==> src/design/atsw_pkg.sv <==
package atsw_pkg;

  localparam int DEF_COLUMNS   = 80;
  localparam int DEF_TEXT_ROWS = 24;
  localparam int QUEUE_DEPTH   = 4;

  localparam logic FUNC_READ = 1'b1;

  localparam logic [8:0] CHAR_LF    = 9'd10;
  localparam logic [8:0] CHAR_ESC   = 9'd27;
  localparam logic [8:0] CHAR_SEMI  = 9'd59;
  localparam logic [8:0] CHAR_LBRKT = 9'd91;
  localparam logic [8:0] CHAR_M     = 9'd109;
  localparam logic [8:0] CHAR_BS    = 9'd256;

  localparam logic [7:0]  DIGIT_ZERO   = 8'd48;
  localparam logic [11:0] NO_VALUE     = 12'hFFF;
  localparam logic [15:0] ATTR_NORMAL  = 16'h0700;
  localparam logic [15:0] ATTR_MAGENTA = 16'h0500;
  localparam logic [15:0] CELL_BLANK   = 16'h0720;

  localparam logic [15:0] FG_COLOUR [10] = '{
    16'h0000, 16'h0400, 16'h0200, 16'h0600, 16'h0100,
    16'h0500, 16'h0300, 16'h0700, 16'h0700, 16'h0700
  };
  localparam logic [15:0] BG_COLOUR [10] = '{
    16'h0000, 16'h4000, 16'h2000, 16'h6000, 16'h1000,
    16'h5000, 16'h3000, 16'h7000, 16'h0000, 16'h0000
  };

  typedef enum logic [2:0] {
    OP_READ,
    OP_DRAW,
    OP_NEWLINE,
    OP_BACK,
    OP_STAY
  } op_t;

  typedef struct packed {
    op_t         op;
    logic [15:0] glyph;
    logic [10:0] addr;
  } cmd_t;

  typedef struct packed {
    logic [15:0] attr;
    logic        stop;
  } colour_t;

  // two digit slots read as a c string, wrapped to 12 bits
  function automatic logic [11:0] slot_value(input logic [7:0] s0, input logic [7:0] s1);
    logic [11:0] a;
    logic [11:0] v;
    a = {4'b0, s0} - {4'b0, DIGIT_ZERO};
    v = '0;
    if (s0 != 8'd0) begin
      v = a;
      if (s1 != 8'd0) begin
        v = (a << 3) + (a << 1) + {4'b0, s1} - {4'b0, DIGIT_ZERO};
      end
    end
    return v;
  endfunction

  function automatic colour_t colour_of(input logic [11:0] v);
    colour_t c;
    c.attr = '0;
    c.stop = 1'b0;
    if (v inside {[12'd40:12'd49]}) begin
      c.attr = BG_COLOUR[4'(v - 12'd40)];
    end else if (v inside {[12'd30:12'd39]}) begin
      c.attr = FG_COLOUR[4'(v - 12'd30)];
    end else if (v == 12'd0) begin
      c.attr = ATTR_NORMAL;
      c.stop = 1'b1;
    end else if (v == NO_VALUE) begin
      c.attr = ATTR_MAGENTA;
    end
    return c;
  endfunction

endpackage

==> src/design/atsw_queue.sv <==
module atsw_queue (
  input  logic            clk,
  input  logic            rst_n,
  input  logic            push,
  input  atsw_pkg::cmd_t  push_cmd,
  output logic            ready,
  input  logic            pop,
  output logic            valid,
  output atsw_pkg::cmd_t  head
);

  localparam int DEPTH = atsw_pkg::QUEUE_DEPTH;
  localparam int AW    = $clog2(DEPTH);

  atsw_pkg::cmd_t entries_r [DEPTH];
  logic [AW-1:0]  wptr_r, wptr_nxt;
  logic [AW-1:0]  rptr_r, rptr_nxt;
  logic [AW:0]    count_r, count_nxt;

  assign ready = count_r != (AW+1)'(DEPTH);
  assign valid = count_r != '0;
  assign head  = entries_r[rptr_r];

  always_comb begin
    wptr_nxt  = push ? wptr_r + AW'(1) : wptr_r;
    rptr_nxt  = pop ? rptr_r + AW'(1) : rptr_r;
    count_nxt = count_r + (AW+1)'(push) - (AW+1)'(pop);
  end

  always_ff @(posedge clk) begin
    if (push) begin
      entries_r[wptr_r] <= push_cmd;
    end
  end

  always_ff @(posedge clk) begin
    if (!rst_n) begin
      wptr_r  <= '0;
      rptr_r  <= '0;
      count_r <= '0;
    end else begin
      wptr_r  <= wptr_nxt;
      rptr_r  <= rptr_nxt;
      count_r <= count_nxt;
    end
  end

endmodule

==> config.mk <==
export PLATFORM = sky130hd
export DESIGN_NAME = atsw_queue
export DESIGN_NICKNAME = d
export VERILOG_FILES = /design/src/design/atsw_pkg.sv /design/src/design/atsw_queue.sv
export SDC_FILE = /design/constraint.sdc
export NUM_CORES = 1
export LEC_CHECK = 0
export BUFFER_PORTS_ARGS = -buffer_cell sky130_fd_sc_hd__clkbuf_2
export CAP_MARGIN = 20
export CORE_UTILIZATION = 55
export DETAILED_ROUTE_END_ITERATION = 16
export PLACE_DENSITY = 0.77
export SYNTH_ARGS = -nofsm -noshare
export SYNTH_HDL_FRONTEND = slang
export SYNTH_SLANG_ARGS = --single-unit
==> constraint.sdc <==
create_clock -name clk -period 2.1 [get_ports clk]
set_input_delay 0.105 -clock clk [delete_from_list [all_inputs] [get_ports clk]]
set_output_delay 0.105 -clock clk [all_outputs]
set_load 0.02 [all_outputs]
======== Word level (Yosys, flattened, before mapping) ========
Memories as Yosys holds them, arrays and structs flattened. A register that Yosys moved wholly into a read port is not among the register bits.
Index checks and enable logic that the tools add are counted.
word-level totals
  bits in read-only memories .............. 0
  memories kept ........................... 1
  word-level logic and storage cells ...... 14
  register bits after elaboration ......... 7
  bits in latches ......................... 0
  input port bits ......................... 34
  RAM bits ................................ 120
memories
  name       words  width  rd ports  clocked after Yosys merged registers in  write ports  RTL line          source
  entries_r  4      30     1         1                                        1            atsw_queue.sv:15  atsw_pkg::cmd_t entries_r [DEPTH];
operators by class
  bitwise operators ....................... 0
  reduce and logical (&&, ||, !) cells .... 1
  div/mod/pow operators ................... 0
  $lt $le $gt $ge ......................... 0
  mux-type cells .......................... 4
  shift-type cells ........................ 0
  equal/unequal tests ..................... 1
  multipliers ............................. 0
  $add $sub $neg .......................... 4
operator list
  kind                 count
  $add 2x1->2 const B  2
  $mux 2               2
  $add 3x1->3          1
  $ne 3x3->1 const B   1
  $reduce_bool 3->1    1
  $sub 3x1->3          1
  $mux 1               2

======== Longest topological paths before layout ========
  word-level depth ........................ 3
  depth in mapped cells ................... 8
  depth with buffers taken out ............ 8

======== Worst setup path before layout ========
OpenSTA, ideal clock, no wires.
  path type ............................... register to register
  from .................................... reg wptr_r[0]
  to ...................................... mem entries_r[2][0] (netlist name), enable pin
  data required time ...................... 1.710 ns
  setup slack ............................. 0.423 ns
  arrival time ............................ 1.287 ns
  buffers on the path ..................... 0
  cell stages (with the launch flop) ...... 4
  setup time .............................. 0.390 ns
  clock period less this slack ............ 1.677 ns
  path through ............................ dfxtp_1 inv_1 ha_1 and2_1
RTL lines
  element                 RTL line          source
  start, declared         atsw_queue.sv:16  logic [AW-1:0] wptr_r, wptr_nxt;
  start signal, assigned  atsw_queue.sv:42  wptr_r <= wptr_nxt;
  end, declared           atsw_queue.sv:15
No word-level cell before the write port.

==> summary.md <==
| Metric | Value |
|---|---|
| Clk Latency, worst-skew pair | 0.50 ns |
| Post-DRT Antenna Nets | 0 |
| Inserted Clock Buffers | 17 |
| DP Cell Count | 369 |
| Die height | 95.1 um |
| Syn Inst Count | approximately 200 |
| Synth cell count leaders | 120 x edfxtp_1, 30 x mux4_2, 9 x dfxtp_1, 7 x nor2_1 |
| Vias in the first global route | around 2500 |
| Antenna diodes | 0 |
| # Post-CTS Setup Buffers | 0 |
| Async SR Flop Fraction | 0 |
| Routability cong. | about 0.66 |
| Vias | 2348 |
| CTS tree | done |
| CTS clk-pin slew, worst paths | 0.06 ns |
| Seq. cell area | approximately 3800 sq um |
| Root Driver | clkbuf_8 |
| Crit Path Category | reg2out |
| Setup Viol. Count Final | 0 |
| Most common cell in the netlist | edfxtp_1 |
| CTS max path bufs | 2 |
| Yosys warnings | 0 |
| CP arrival | 1.88 ns |
| Headroom to the max-slew limit | 0.447 |
| Post-synth EDFFs | 120 |
| DR iter-0 viols | 114 |
| Area growth, synth to finish | 29.5% |
| Seq cells post-synth | 129 |
| Final Hold Vio Count | 0 |
| Fillers | 500 |
| I/O pin count | 66 |
| MaxCap Viol Count | 0 |
| Least-Margin Pin Slew | 0.829 ns |
| Critical Path Fanout Max | 15 |
| GRT Residual Overflow | 0 |
| Clock skew | 0.00481 ns |
| Worst EP required | roughly 2 ns |
| GRT Resource Usage Total | 0.209 |
| Mapped Nets | 240 |
| Final std cells w/o fill | 433 |
| Yosys cell types | 18 |
| Mapped cell area | approximately 4800 sq um |
| Startpoint types | flop |
| Synth top area share | 0.756 |
| Top FF cell, synth | edfxtp_1 |
| Min setup slack post-route | 0.110 ns |
| Place WS | between 0.4 and 0.5 ns |
| CTS sink cnt | between 100 and 150 |
| Hold endpoint | entries_r[1][3] |
| Tmin final | a little under 2 ns |
| Core Box Area | 8300 sq um |
| Period Utilization, post-route | 0.947 |
| Syn Area/Cell | 23.9 sq um |
| Full die area | ~9000 sq um |
| Pre-Repair DR Iteration Count | 4 |
| Hold_sp | push_cmd[3] |
| RSZ-0062 raised after global routing | false |
| Layout Utilization | 0.744 |
| Leakage | 2.22 nW |
| Largest net degree at the start of global routing | 31 |
| Total power | 6.76 mW |
| Crit path capture type | primary output |
| H-tree depth | 4 |
| Worst hold margin | 0.361 ns |
| FF-to-FF path depth | 3 |
| Post-route DRC | 0 |
| Pwr Density | 1100 nW/um^2 |
| First-pass GRT wire length | approximately 13000 um |
| Max Slew Vio Count | 0 |
| DR vias/cell | 5.42 |
| Seq/Total Area, Yosys | 0.794 |
| Finished Cell Area | 6170 sq um |
| Reg2reg end | entries_r[2][25] |
| Top cell type by total area after synthesis | edfxtp_1 |
| Fmax | about 500 MHz |
| Min-Delay Path Class | in2reg |
| Maximum vdd drop | 0.698 mV |
| Starting density of the core | 0.574 |
| Initial antenna violation count | 0 |
| Area contributors post-synth | edfxtp_1 76%, mux4_2 14%, dfxtp_1 3.8%, ha_1 1.6%, buf_6 0.71% |
| Port bufs | 65 |
| # rows | 33 |
| Setup TNS | 0 ns |
| R2R setup slack | 0.42 ns |
| Hold depth | 2 |
| Fraction of layout cells with a size suffix above 1 | 0.412 |
| Post-DP HPWL | 4530 um |
| Fin nets | 357 |
| Area of the multi-input gates | between 900 and 1000 sq um |
| WL/cell | 19.3 um |
| Chip width | around 95 um |
| Status | finished, final reports clean |
| Placed inst area | 5230 sq um |
| R2r startpoint | wptr_r[0] |
| Routed wire length | about 8400 um |
-- area by class of cell --
class	count	area share
tap	105	0.0213
sequential	129	0.614
clock buffer	19	0.0683
timing repair buffer	104	0.114
multi-input combinational	58	0.148
inverter	6	0.00365
clock inverter	12	0.0308
-- power breakdown --
group          total [mW]  switching [mW]  internal (mW)
registers            3.02          0.0604           2.96
clock network        3.04            1.01           2.03
logic               0.705           0.377          0.328
total                6.76            1.45           5.31
-- flip-flops by register name, summed over array words and instances (netlist names), named ones only --
| signal | count |
|---|---|
| entries_r | 120 |
| count_r | 3 |
| rptr_r | 2 |
| wptr_r | 2 |
-- cell usage in the layout, fill, tap and decap left out, types with 2 or more instances in the layout --
cell type      count
bufinv_16          5
edfxtp_1         120
clkbuf_2          65
inv_1              6
mux4_2            30
clkinv_4           2
clkinv_2           3
clkbuf_1           2
clkbuf_16         16
dlygate4sd3_1     33
ha_1               6
clkinv_1           2
buf_4              6
nor2_1             7
dfxtp_1            7
xnor2_1            2
and2_2             4
-- worst max path at each step --
stage / start / end / slack, ns / depth (start not counted)
after detailed placement: wptr_r[0] / entries_r[0][19] / 0.44 / 3
after global routing: flop / head[20] / 0.01 / 3
after floorplan: wptr_r[0] / entries_r[2][0] / 0.42 / 3
after global placement: wptr_r[0] / entries_r[2][19] / 0.48 / 3
after CTS: flop / head[17] / 0.05 / 3
final: flop / head[20] / 0.11 / 3
-- timing repair --
item	4_1_cts	5_1_grt
setup endpoints to repair	0	5
hold buffers	33	0
endpoints found under the hold margin	129	0
gates resized for setup	0	1
-- logic make-up (layout without fill, tap and decap cells) --
group,after synthesis,after routing,share of synthesized area
AND/OR/NAND/NOR,15,15,0.0158
buffers and inverters,12,141,0.0150
adder cells (fa/ha/maj),7,7,0.0200
XOR/XNOR,3,3,0.00840
multiplexers,31,31,0.144
AO/OA/AOI/OAI,2,2,0.00315
flip-flops,129,129,0.794
-- critical path: stages, from the launching register on --
cell	delay, ns
dfxtp_2	0.33
buf_4	0.31
mux4_2	0.57
clkbuf_2	0.17
-- per-layer routing --
metal | track usage | wire [um]
met5 | 0 | 0
met4 | 0.0783 | 72
met1 | 0.248 | 3350
met3 | 0.0734 | 394
met2 | 0.352 | 4550
Note: power is estimated with default switching activity, not from simulation.
