$ cat src/design/atsw_pkg.sv
package atsw_pkg;

  localparam int DEF_COLUMNS   = 80;
  localparam int DEF_TEXT_ROWS = 24;
  localparam int QUEUE_DEPTH   = 4;

  localparam logic FUNC_READ = 1'b1;

  localparam logic [8:0] CHAR_LF    = 9'd10;
  localparam logic [8:0] CHAR_ESC   = 9'd27;
  localparam logic [8:0] CHAR_SEMI  = 9'd59;
  localparam logic [8:0] CHAR_LBRKT = 9'd91;
  localparam logic [8:0] CHAR_M     = 9'd109;
  localparam logic [8:0] CHAR_BS    = 9'd256;

  localparam logic [7:0]  DIGIT_ZERO   = 8'd48;
  localparam logic [11:0] NO_VALUE     = 12'hFFF;
  localparam logic [15:0] ATTR_NORMAL  = 16'h0700;
  localparam logic [15:0] ATTR_MAGENTA = 16'h0500;
  localparam logic [15:0] CELL_BLANK   = 16'h0720;

  localparam logic [15:0] FG_COLOUR [10] = '{
    16'h0000, 16'h0400, 16'h0200, 16'h0600, 16'h0100,
    16'h0500, 16'h0300, 16'h0700, 16'h0700, 16'h0700
  };
  localparam logic [15:0] BG_COLOUR [10] = '{
    16'h0000, 16'h4000, 16'h2000, 16'h6000, 16'h1000,
    16'h5000, 16'h3000, 16'h7000, 16'h0000, 16'h0000
  };

  typedef enum logic [2:0] {
    OP_READ,
    OP_DRAW,
    OP_NEWLINE,
    OP_BACK,
    OP_STAY
  } op_t;

  typedef struct packed {
    op_t         op;
    logic [15:0] glyph;
    logic [10:0] addr;
  } cmd_t;

  typedef struct packed {
    logic [15:0] attr;
    logic        stop;
  } colour_t;

  // two digit slots read as a c string, wrapped to 12 bits
  function automatic logic [11:0] slot_value(input logic [7:0] s0, input logic [7:0] s1);
    logic [11:0] a;
    logic [11:0] v;
    a = {4'b0, s0} - {4'b0, DIGIT_ZERO};
    v = '0;
    if (s0 != 8'd0) begin
      v = a;
      if (s1 != 8'd0) begin
        v = (a << 3) + (a << 1) + {4'b0, s1} - {4'b0, DIGIT_ZERO};
      end
    end
    return v;
  endfunction

  function automatic colour_t colour_of(input logic [11:0] v);
    colour_t c;
    c.attr = '0;
    c.stop = 1'b0;
    if (v inside {[12'd40:12'd49]}) begin
      c.attr = BG_COLOUR[4'(v - 12'd40)];
    end else if (v inside {[12'd30:12'd39]}) begin
      c.attr = FG_COLOUR[4'(v - 12'd30)];
    end else if (v == 12'd0) begin
      c.attr = ATTR_NORMAL;
      c.stop = 1'b1;
    end else if (v == NO_VALUE) begin
      c.attr = ATTR_MAGENTA;
    end
    return c;
  endfunction

endpackage

$ cat src/design/atsw_in_if.sv
interface atsw_in_if;
  logic        valid;
  logic        ready;
  logic        func;
  logic [8:0]  char_code;
  logic [10:0] cell_address;

  modport source (output valid, func, char_code, cell_address, input ready);
  modport sink (input valid, func, char_code, cell_address, output ready);
endinterface

$ cat src/design/atsw_front.sv
module atsw_front (
  input  logic            clk,
  input  logic            rst_n,
  atsw_in_if.sink         in_ch,
  input  logic            init_done,
  input  logic            q_ready,
  output logic            q_push,
  output atsw_pkg::cmd_t  q_cmd
);

  logic        escape_r, escape_nxt;
  logic        reading_r, reading_nxt;
  logic        style_r, style_nxt;
  logic [7:0]  slot0_r, slot0_nxt;
  logic [7:0]  slot1_r, slot1_nxt;
  logic [1:0]  dcount_r, dcount_nxt;
  logic [1:0]  pidx_r, pidx_nxt;
  logic [11:0] pv0_r, pv0_nxt;
  logic [11:0] pv1_r, pv1_nxt;

  logic [11:0]        sval;
  atsw_pkg::colour_t  col0;
  atsw_pkg::colour_t  col1;
  logic               two_vals;
  logic [8:0]         c;
  logic               accept;

  assign in_ch.ready = q_ready && init_done;
  assign accept      = in_ch.valid && in_ch.ready;
  assign q_push      = accept;

  assign sval     = atsw_pkg::slot_value(slot0_r, slot1_r);
  assign col0     = atsw_pkg::colour_of(pv0_r);
  assign col1     = atsw_pkg::colour_of(pv1_r);
  assign two_vals = pv1_r != atsw_pkg::NO_VALUE;
  assign c        = in_ch.char_code;

  always_comb begin
    escape_nxt  = escape_r;
    reading_nxt = reading_r;
    style_nxt   = style_r;
    slot0_nxt   = slot0_r;
    slot1_nxt   = slot1_r;
    dcount_nxt  = dcount_r;
    pidx_nxt    = pidx_r;
    pv0_nxt     = pv0_r;
    pv1_nxt     = pv1_r;
    q_cmd.op    = atsw_pkg::OP_STAY;
    q_cmd.glyph = '0;
    q_cmd.addr  = in_ch.cell_address;

    if (in_ch.func == atsw_pkg::FUNC_READ) begin
      q_cmd.op = atsw_pkg::OP_READ;
    end else begin
      if (c == atsw_pkg::CHAR_ESC) begin
        escape_nxt  = 1'b1;
        reading_nxt = 1'b0;
        style_nxt   = 1'b0;
      end
      if (c == atsw_pkg::CHAR_LF) begin
        q_cmd.op = atsw_pkg::OP_NEWLINE;
      end else if (c == atsw_pkg::CHAR_BS) begin
        q_cmd.op = atsw_pkg::OP_BACK;
      end else if (c == atsw_pkg::CHAR_ESC || (escape_r && c == atsw_pkg::CHAR_LBRKT)) begin
        reading_nxt = 1'b1;
        dcount_nxt  = '0;
        pidx_nxt    = '0;
        slot0_nxt   = atsw_pkg::DIGIT_ZERO;
        slot1_nxt   = atsw_pkg::DIGIT_ZERO;
        pv0_nxt     = atsw_pkg::NO_VALUE;
        pv1_nxt     = atsw_pkg::NO_VALUE;
      end else if (escape_r && c == atsw_pkg::CHAR_M) begin
        style_nxt   = 1'b1;
        escape_nxt  = 1'b0;
        reading_nxt = 1'b0;
        if (pidx_r == 2'd0) begin
          pv0_nxt = sval;
        end else if (pidx_r == 2'd1) begin
          pv1_nxt = sval;
        end
        pidx_nxt = '0;
      end else if (reading_r) begin
        if (c == atsw_pkg::CHAR_SEMI) begin
          if (pidx_r == 2'd0) begin
            pv0_nxt  = sval;
            pidx_nxt = 2'd1;
          end else if (pidx_r == 2'd1) begin
            pv1_nxt  = sval;
            pidx_nxt = 2'd2;
          end
          slot0_nxt  = atsw_pkg::DIGIT_ZERO;
          slot1_nxt  = atsw_pkg::DIGIT_ZERO;
          dcount_nxt = '0;
        end else if (dcount_r < 2'd2) begin
          if (dcount_r == 2'd0) begin
            slot0_nxt = c[7:0];
          end else begin
            slot1_nxt = c[7:0];
          end
          dcount_nxt = dcount_r + 2'd1;
        end
      end else if (style_r) begin
        q_cmd.op    = atsw_pkg::OP_DRAW;
        q_cmd.glyph = {8'h00, c[7:0]} | col0.attr
                    | ((two_vals && !col0.stop) ? col1.attr : 16'h0000);
        // a zero value ends the style and drops both values
        if (col0.stop || (two_vals && col1.stop)) begin
          pv0_nxt     = atsw_pkg::NO_VALUE;
          pv1_nxt     = atsw_pkg::NO_VALUE;
          reading_nxt = 1'b0;
          style_nxt   = 1'b0;
        end
      end else begin
        q_cmd.op    = atsw_pkg::OP_DRAW;
        q_cmd.glyph = {8'h00, c[7:0]} | atsw_pkg::ATTR_NORMAL;
      end
    end
  end

  always_ff @(posedge clk) begin
    if (!rst_n) begin
      escape_r  <= 1'b0;
      reading_r <= 1'b0;
      style_r   <= 1'b0;
      slot0_r   <= '0;
      slot1_r   <= '0;
      dcount_r  <= '0;
      pidx_r    <= '0;
      pv0_r     <= atsw_pkg::NO_VALUE;
      pv1_r     <= atsw_pkg::NO_VALUE;
    end else if (accept) begin
      escape_r  <= escape_nxt;
      reading_r <= reading_nxt;
      style_r   <= style_nxt;
      slot0_r   <= slot0_nxt;
      slot1_r   <= slot1_nxt;
      dcount_r  <= dcount_nxt;
      pidx_r    <= pidx_nxt;
      pv0_r     <= pv0_nxt;
      pv1_r     <= pv1_nxt;
    end
  end

endmodule

$ cat src/flat_wrapper.sv
// flat-port wrapper written by rule: the top's interface ports become plain ports
module atsw_front_flat 
  (clk, rst_n, init_done, q_ready, q_push, q_cmd, in_ch_valid, in_ch_func, in_ch_char_code, in_ch_cell_address, in_ch_ready);
  atsw_in_if in_ch_i ();
  input  logic clk;
  input  logic rst_n;
  input  logic init_done;
  input  logic q_ready;
  output logic q_push;
  output atsw_pkg::cmd_t q_cmd;
  input wire logic [$bits(in_ch_i.valid)-1:0] in_ch_valid;
  input wire logic [$bits(in_ch_i.func)-1:0] in_ch_func;
  input wire logic [$bits(in_ch_i.char_code)-1:0] in_ch_char_code;
  input wire logic [$bits(in_ch_i.cell_address)-1:0] in_ch_cell_address;
  output wire logic [$bits(in_ch_i.ready)-1:0] in_ch_ready;
  assign in_ch_i.valid = in_ch_valid;
  assign in_ch_i.func = in_ch_func;
  assign in_ch_i.char_code = in_ch_char_code;
  assign in_ch_i.cell_address = in_ch_cell_address;
  assign in_ch_ready = in_ch_i.ready;
  atsw_front u_core (.clk(clk), .rst_n(rst_n), .in_ch(in_ch_i), .init_done(init_done), .q_ready(q_ready), .q_push(q_push), .q_cmd(q_cmd));
endmodule
$ cat config.mk
export PLATFORM = sky130hd
export DESIGN_NAME = atsw_front_flat
export DESIGN_NICKNAME = d
export VERILOG_FILES = /design/src/design/atsw_pkg.sv /design/src/design/atsw_in_if.sv /design/src/design/atsw_front.sv /design/src/flat_wrapper.sv
export SDC_FILE = /design/constraint.sdc
export NUM_CORES = 1
export LEC_CHECK = 0
export ABC_AREA = 1
export BUFFER_PORTS_ARGS = -buffer_cell sky130_fd_sc_hd__buf_2
export CAP_MARGIN = 10
export CORE_MARGIN = 4
export CORE_UTILIZATION = 58
export CTS_CLUSTER_DIAMETER = 50
export DETAILED_ROUTE_END_ITERATION = 10
export PLACE_DENSITY_LB_ADDON = 0.15
export SLEW_MARGIN = 20
export SYNTH_ARGS = -nofsm -noshare
export SYNTH_HDL_FRONTEND = slang
export SYNTH_SLANG_ARGS = --single-unit
$ cat constraint.sdc
create_clock -name clk -period 5.05 [get_ports clk]
set_input_delay 0.2525 -clock clk [delete_from_list [all_inputs] [get_ports clk]]
set_output_delay 0.2525 -clock clk [all_outputs]
set_load 0.005 [all_outputs]
=== Word-level counts from Yosys, hierarchy flattened ===
Memories as Yosys holds them, arrays and structs flattened.
Index checks and enable logic that the tools add are counted.

* Flip-flop bits (word level): 47
* Memory bits (read-only): 1024
* Input bits: 26
* Output and inout port bits: 32
* Logic and storage cells: 182
* Memories kept: 4

{| class="wikitable"
|+ Memory list
! name !! depth !! width !! rd ports !! clocked after Yosys merged registers in !! wr ports !! RTL line !! RTL
|-
| (name not given) || 16 || 16 || 1 || 0 || 0 || atsw_pkg.sv:70 || <nowiki>c.attr = BG_COLOUR[4'(v - 12'd40)];</nowiki>
|-
| (name not given) || 16 || 16 || 1 || 0 || 0 || atsw_pkg.sv:72 || <nowiki>c.attr = FG_COLOUR[4'(v - 12'd30)];</nowiki>
|-
| (name not given) || 16 || 16 || 1 || 0 || 0 || atsw_pkg.sv:72 ||
|-
| (name not given) || 16 || 16 || 1 || 0 || 0 || atsw_pkg.sv:70 ||
|}

* Add/subtract/negate cells: 9
* $lt $le $gt $ge: 13
* Equality and inequality tests: 13
* Muxes and demuxes: 92
* Bitwise gates (word level): 9
* Reductions and logical operators: 33

{| class="wikitable"
|+ Operators by type and width
! operator !! count
|-
| 2-to-1 mux 16 bit || 17
|-
| 2-to-1 mux 12 bit || 15
|-
| 2-to-1 mux 8 bit || 12
|-
| 2-to-1 mux 19 bit || 3
|-
| <= comparator 12 x 6 -> 1 bit (second input constant) || 4
|-
| 2-to-1 mux 11 bit || 4
|-
| 2-to-1 mux 1 bit || 27
|-
| == test 12 bit (second input constant) || 2
|-
| >= comparator 12 x 5 -> 1 bit (second input constant) || 2
|-
| >= comparator 12 x 6 -> 1 bit (second input constant) || 2
|-
| zero test 12 bit || 2
|-
| 2-to-1 mux 2 bit || 11
|-
| AND reduction 7 bit || 3
|-
| >= comparator 5 bit (second input constant) || 4
|-
| inverter 4 -> 5 bit || 4
|-
| == test 9 x 7 -> 1 bit (second input constant) || 2
|-
| bitwise OR 16 bit || 1
|-
| bitwise OR 8 x 16 -> 16 bit || 1
|-
| AND reduction 8 bit || 2
|-
| nonzero test 8 bit || 2
|-
| subtractor 4 bit (second input constant) || 4
|-
| adder 12 bit || 1
|-
| adder 12 x 8 -> 12 bit || 1
|-
| != test 12 bit (second input constant) || 1
|-
| other kinds (22) || 42
|}

=== Depth between registers and ports, before layout ===
* Word-level depth: 16
* Gate-level depth with buffers: 19
* Gate-level depth less buffers: 19

=== Worst setup path before layout ===
No wires, ideal clock.

* Path kind: reg-to-reg
* Start: register u_core.slot0_r[4]
* End: register u_core.pv0_r[10]
* Setup time: 0.117 ns
* Arrival time: 2.567 ns
* Required time: 4.933 ns
* Path slack: 2.366 ns
* Cell stages (with the launch flop): 17
* Buffers on the path: 0
* Clock period less this slack: 2.684 ns
* Path through: dfxtp_1 -> ha_1 -> xor2_1 -> ha_1 -> fa_1 -> inv_1 -> ha_1 -> nand2_1 -> nand2_1 -> a21oi_1 -> nand2_1 -> nand2_1 -> nand3_1 -> nand3_1 -> nand2_1 -> nand2_1 -> nand2_1

* Cells in the longest elaborated chain, start to end: 11
* Elaborated cells between the ends (all ways): 12
* Classes of those cells: add/sub: 4; mux: 7; reduce/logical: 1

{| class="wikitable"
|+ RTL lines
! what !! RTL line !! RTL
|-
| from (decl) || atsw_front.sv:14 || <nowiki>logic [7:0] slot0_r, slot0_nxt;</nowiki>
|-
| from (signal assigned) || atsw_front.sv:135 || <nowiki>slot0_r <= slot0_nxt;</nowiki>
|-
| subtractor 8 x 6 -> 9 bit || atsw_pkg.sv:54 || <nowiki>a = {4'b0, s0} - {4'b0, DIGIT_ZERO};</nowiki>
|-
| adder 12 bit || atsw_pkg.sv:59 || <nowiki>v = (a << 3) + (a << 1) + {4'b0, s1} - {4'b0, DIGIT_ZERO};</nowiki>
|-
| adder 12 x 8 -> 12 bit || atsw_pkg.sv:59 ||
|-
| subtractor 12 x 6 -> 12 bit || atsw_pkg.sv:59 ||
|-
| 2-to-1 mux 12 bit || atsw_pkg.sv:58 || <nowiki>if (s1 != 8'd0) begin</nowiki>
|-
| 2-to-1 mux 12 bit (*) || atsw_pkg.sv:56 || <nowiki>if (s0 != 8'd0) begin</nowiki>
|-
| 2-to-1 mux 12 bit (*) || atsw_front.sv:76, atsw_front.sv:84 ||
|-
| 2-to-1 mux 12 bit || atsw_front.sv:83 || <nowiki>if (c == atsw_pkg::CHAR_SEMI) begin</nowiki>
|-
| 2-to-1 mux 12 bit || atsw_front.sv:82 || <nowiki>end else if (reading_r) begin</nowiki>
|-
| 2-to-1 mux 12 bit (*) || atsw_front.sv:72 || <nowiki>end else if (escape_r && c == atsw_pkg::CHAR_M) begin</nowiki>
|-
| 2-to-1 mux 12 bit (*) || atsw_front.sv:64 || <nowiki>end else if (c == atsw_pkg::CHAR_ESC || (escape_r && c == atsw_pkg::CHAR_LBRKT)) begin</nowiki>
|-
| to (signal assigned) || atsw_front.sv:129 || <nowiki>pv0_r <= atsw_pkg::NO_VALUE;</nowiki>
|-
| to (signal assigned) || atsw_front.sv:139 || <nowiki>pv0_r <= pv0_nxt;</nowiki>
|-
| to (decl) || atsw_front.sv:18 || <nowiki>logic [11:0] pv0_r, pv0_nxt;</nowiki>
|}

Every way passes the cells marked *; elsewhere a longest branch is shown, timed or not. The select of a mux whose other input is x is not followed.
A chain may end at the register's enable or synchronous reset.

=== Worst setup path in the final report ===
* Start: register u_core.slot0_r[4]
* End: register u_core.pv1_r[9]

* Cells in the longest elaborated chain, start to end: 12
* Elaborated cells between the ends (all ways): 13
* Classes of those cells: add/sub: 4; mux: 8; reduce/logical: 1

{| class="wikitable"
|+ RTL lines
! what !! RTL line !! RTL
|-
| subtractor 8 x 6 -> 9 bit || atsw_pkg.sv:54 ||
|-
| adder 12 bit || atsw_pkg.sv:59 ||
|-
| adder 12 x 8 -> 12 bit || atsw_pkg.sv:59 ||
|-
| subtractor 12 x 6 -> 12 bit || atsw_pkg.sv:59 ||
|-
| 2-to-1 mux 12 bit || atsw_pkg.sv:58 ||
|-
| 2-to-1 mux 12 bit (*) || atsw_pkg.sv:56 ||
|-
| 2-to-1 mux 12 bit (*) || atsw_front.sv:78, atsw_front.sv:87 ||
|-
| 2-to-1 mux 12 bit (*) || atsw_front.sv:76, atsw_front.sv:84 ||
|-
| 2-to-1 mux 12 bit || atsw_front.sv:83 ||
|-
| 2-to-1 mux 12 bit || atsw_front.sv:82 ||
|-
| 2-to-1 mux 12 bit (*) || atsw_front.sv:72 ||
|-
| 2-to-1 mux 12 bit (*) || atsw_front.sv:64 ||
|-
| to (signal assigned) || atsw_front.sv:130 || <nowiki>pv1_r <= atsw_pkg::NO_VALUE;</nowiki>
|-
| to (signal assigned) || atsw_front.sv:140 || <nowiki>pv1_r <= pv1_nxt;</nowiki>
|-
| to (decl) || atsw_front.sv:19 || <nowiki>logic [11:0] pv1_r, pv1_nxt;</nowiki>
|}

Marked as above.

==> qor.yml <==
finish:
  layout_common_cells: "nand2_1 (172), inv_1 (87), nand3_1 (83)"
  fin_util: 0.635
  diodes: 0
  mostFrequentLayoutCell: "nand2_1"
  nNetsFinal: 756
  drive_gt1_frac: 0.106
  fin_cells: 792
  synthToLayoutAreaGrowth_pct: 4.26
cts:
  cts_tree: "yes"
  htreeDepth: 2
  cts.clk_slew.worst_paths_ns: 0.09
  hold_buffers: 0
  cts_resized: 0
  post_cts.repair.setup_buffers: 0
  clock_path_buffers: 2
  cts_root_buf: "clkbuf_8"
  numCtsBuffers: 5
  insertion_delay_ns: 0.31
  cts.sinks: 47
route:
  via_per_inst: 5.42
  drtPass1Iterations: 5
  routed_wl_microns: 10500
  wire_per_inst_microns: 13.2
  drt_iter0_drc: 219
  postRouteAntennaNets: 0
  vias: 4290
  drc: 0
logic_synthesis:
  synthTopCellsByArea: "dfxtp_1 (22%), nand2_1 (15%), nand3_1 (9.8%)"
  netlist.area_leader.share: 0.222
  ys_types: 39
  synthCells: 687
  syn_area_sq_um: 4230
  async_reset_ff_frac: 0
  ys_seq_area_frac: 0.222
  ys_warn_count: 0
  synth_edf_count: 0
  synth_flop_cell: "dfxtp_1"
  ys_ff_latch: 47
  syn_avg_cell_area_sq_um: 6.16
  yosysTopAreaCell: "dfxtp_1"
outcome:
  outcome: "finished clean"
power_and_ir_drop:
  power_density_nw_per_um2: 152
  peakVddDrop_mv: 0.161
  p_leak_uw: 0.00228
  power_uw: 671
critical_path:
  required_ns: 5.22
  worstRegToRegCells: 15
  end_kind: "register"
  path_cells: "ha_1, xor2_1, ha_1, fa_1, inv_1, ha_1, nand2_1, nor2_1, nand2_1, nand4_1, nand3_1, nand3_1, nand3_1, nand2_1, nand3_1"
  reg2reg_slack_ns: 2.05
  path_max_fanout: 5
  critical_path.max_stage_delay_ns: 0.51
  startpoint_type: "register"
  cp_slowest_cell: "fa_1"
  worstPathArrival_ns: 3.17
  crit_top_cell: "nand3_1"
  path_class: "register to register"
placed_design:
  place_hpwl_microns: 8140
  dp_cells: 784
  gp_congestion: 0.909
  portBuffers: 33
sta:
  setup_viol: 0
  whs_ns: 0.231
  fmax_mhz: 333
  tns_ns: 0
  post-route-min-period_ns: 3.00
  finalCritPeriodShare: 0.594
  slew_violations: 0
  hold_violations: 0
  worst_pin_slew_ns: 0.786
  fin_skew_ns: 0.0134
  max-slew-margin-rel: 0.475
  rsz0062_at_grt: "no"
global_routing:
  grt_max_degree: 36
  top_usage_layer: "met2"
  gr-usage-met2: 0.423
  grt_usage: 0.246
  grt_pass1_wl_microns: 17700
  antenna_found_initial: 0
  use_met3: 0.0354
  grt_util_met1: 0.325
  grt-ovfl-total: 0
  grt_pass1_vias: 3913
floorplanning:
  die-area_sq_um: 8720
  die_y_microns: 93.4
  pin_count: 58
  start_util: 0.609
  num_rows: 30
  core-area_sq_um: 6940
  die-width_microns: 93.4
min_path:
  worst_hold_path_type: "input pin to register"
  hold_depth: 3
run:
  maxCapViolations: 0
-- final timing paths --
kind / start / end
setup / recovery: u_core.slot0_r[4] / u_core.pv1_r[9]
hold reg to reg: u_core.slot1_r[6] / u_core.slot1_r[6]
hold / removal: in_ch_char_code[2] / u_core.slot1_r[2]
setup reg to reg: u_core.slot0_r[4] / u_core.pv1_r[9]
-- power breakdown --
| part | switching (uW) | internal [uW] | leakage (uW) |
|---|---|---|---|
| Sequential | 0.0773 | 370 | 0.000379 |
| Clock | 142 | 112 | 0.0000474 |
| Combinational | 31.5 | 14.9 | 0.00185 |
-- layer usage --
metal | part of all wire | wire length, microns
met5 | 0 | 0
met4 | 0.012 | 129
met3 | 0.058 | 607
met2 | 0.48 | 5070
met1 | 0.45 | 4690
-- synth_stat cells (4+ instances only) --
library cell / n
a21oi_1: 61
buf_2: 4
buf_4: 15
clkbuf_1: 10
dfxtp_1: 47
fa_1: 6
ha_1: 29
inv_1: 87
inv_2: 9
nand2_1: 172
nand3_1: 83
nand4_1: 15
nor2_1: 74
nor2_2: 9
nor2_4: 4
nor3_1: 5
o21ai_0: 16
xor2_1: 5
-- stage by stage --
| step | worst slack [ns] | area (sq um) |
|---|---|---|
| after floorplan | 2.37 | 4230 |
| after global placement | 2.15 | 4310 |
| after detailed placement | 2.05 | 4310 |
| after CTS | 2.03 | 4410 |
| after global routing | 1.72 | 4410 |
| final | 2.05 | 4410 |
-- critical path, delay by kind of cell, from the launching register on --
kind	cells	cell delay (ns)
XOR/XNOR	1	0.25
adder cells (fa/ha/maj)	4	1.36
buffers and inverters	1	0.04
flip-flops	1	0.44
AND/OR/NAND/NOR	9	0.77
-- sequential cells by signal (all words and copies together) (netlist names) --
register	flops
u_core.slot1_r	8
u_core.reading_r	1
u_core.escape_r	1
u_core.dcount_r	2
u_core.style_r	1
u_core.slot0_r	8
u_core.pv1_r	12
u_core.pidx_r	2
u_core.pv0_r	12
-- layout make-up --
class / instances / area, sq um
Multi-Input combinational cell: 509 / 2710
Inverter: 99 / 372
Sequential cell: 47 / 941
Clock inverter: 2 / 16.3
Clock buffer: 6 / 82.6
Fill cell: 680 / 2530
Tap cell: 96 / 120
Timing Repair Buffer: 33 / 165
-- kinds of logic after synthesis --
family,count (synthesis),share of synthesized area
AND/OR/NAND/NOR,376,0.400
buffers and inverters,132,0.137
AO/OA/AOI/OAI,90,0.113
flip-flops,47,0.222
adder cells (fa/ha/maj),35,0.114
XOR/XNOR,6,0.0124
other,1,0.000887
Power figures use the tool's default switching activity.
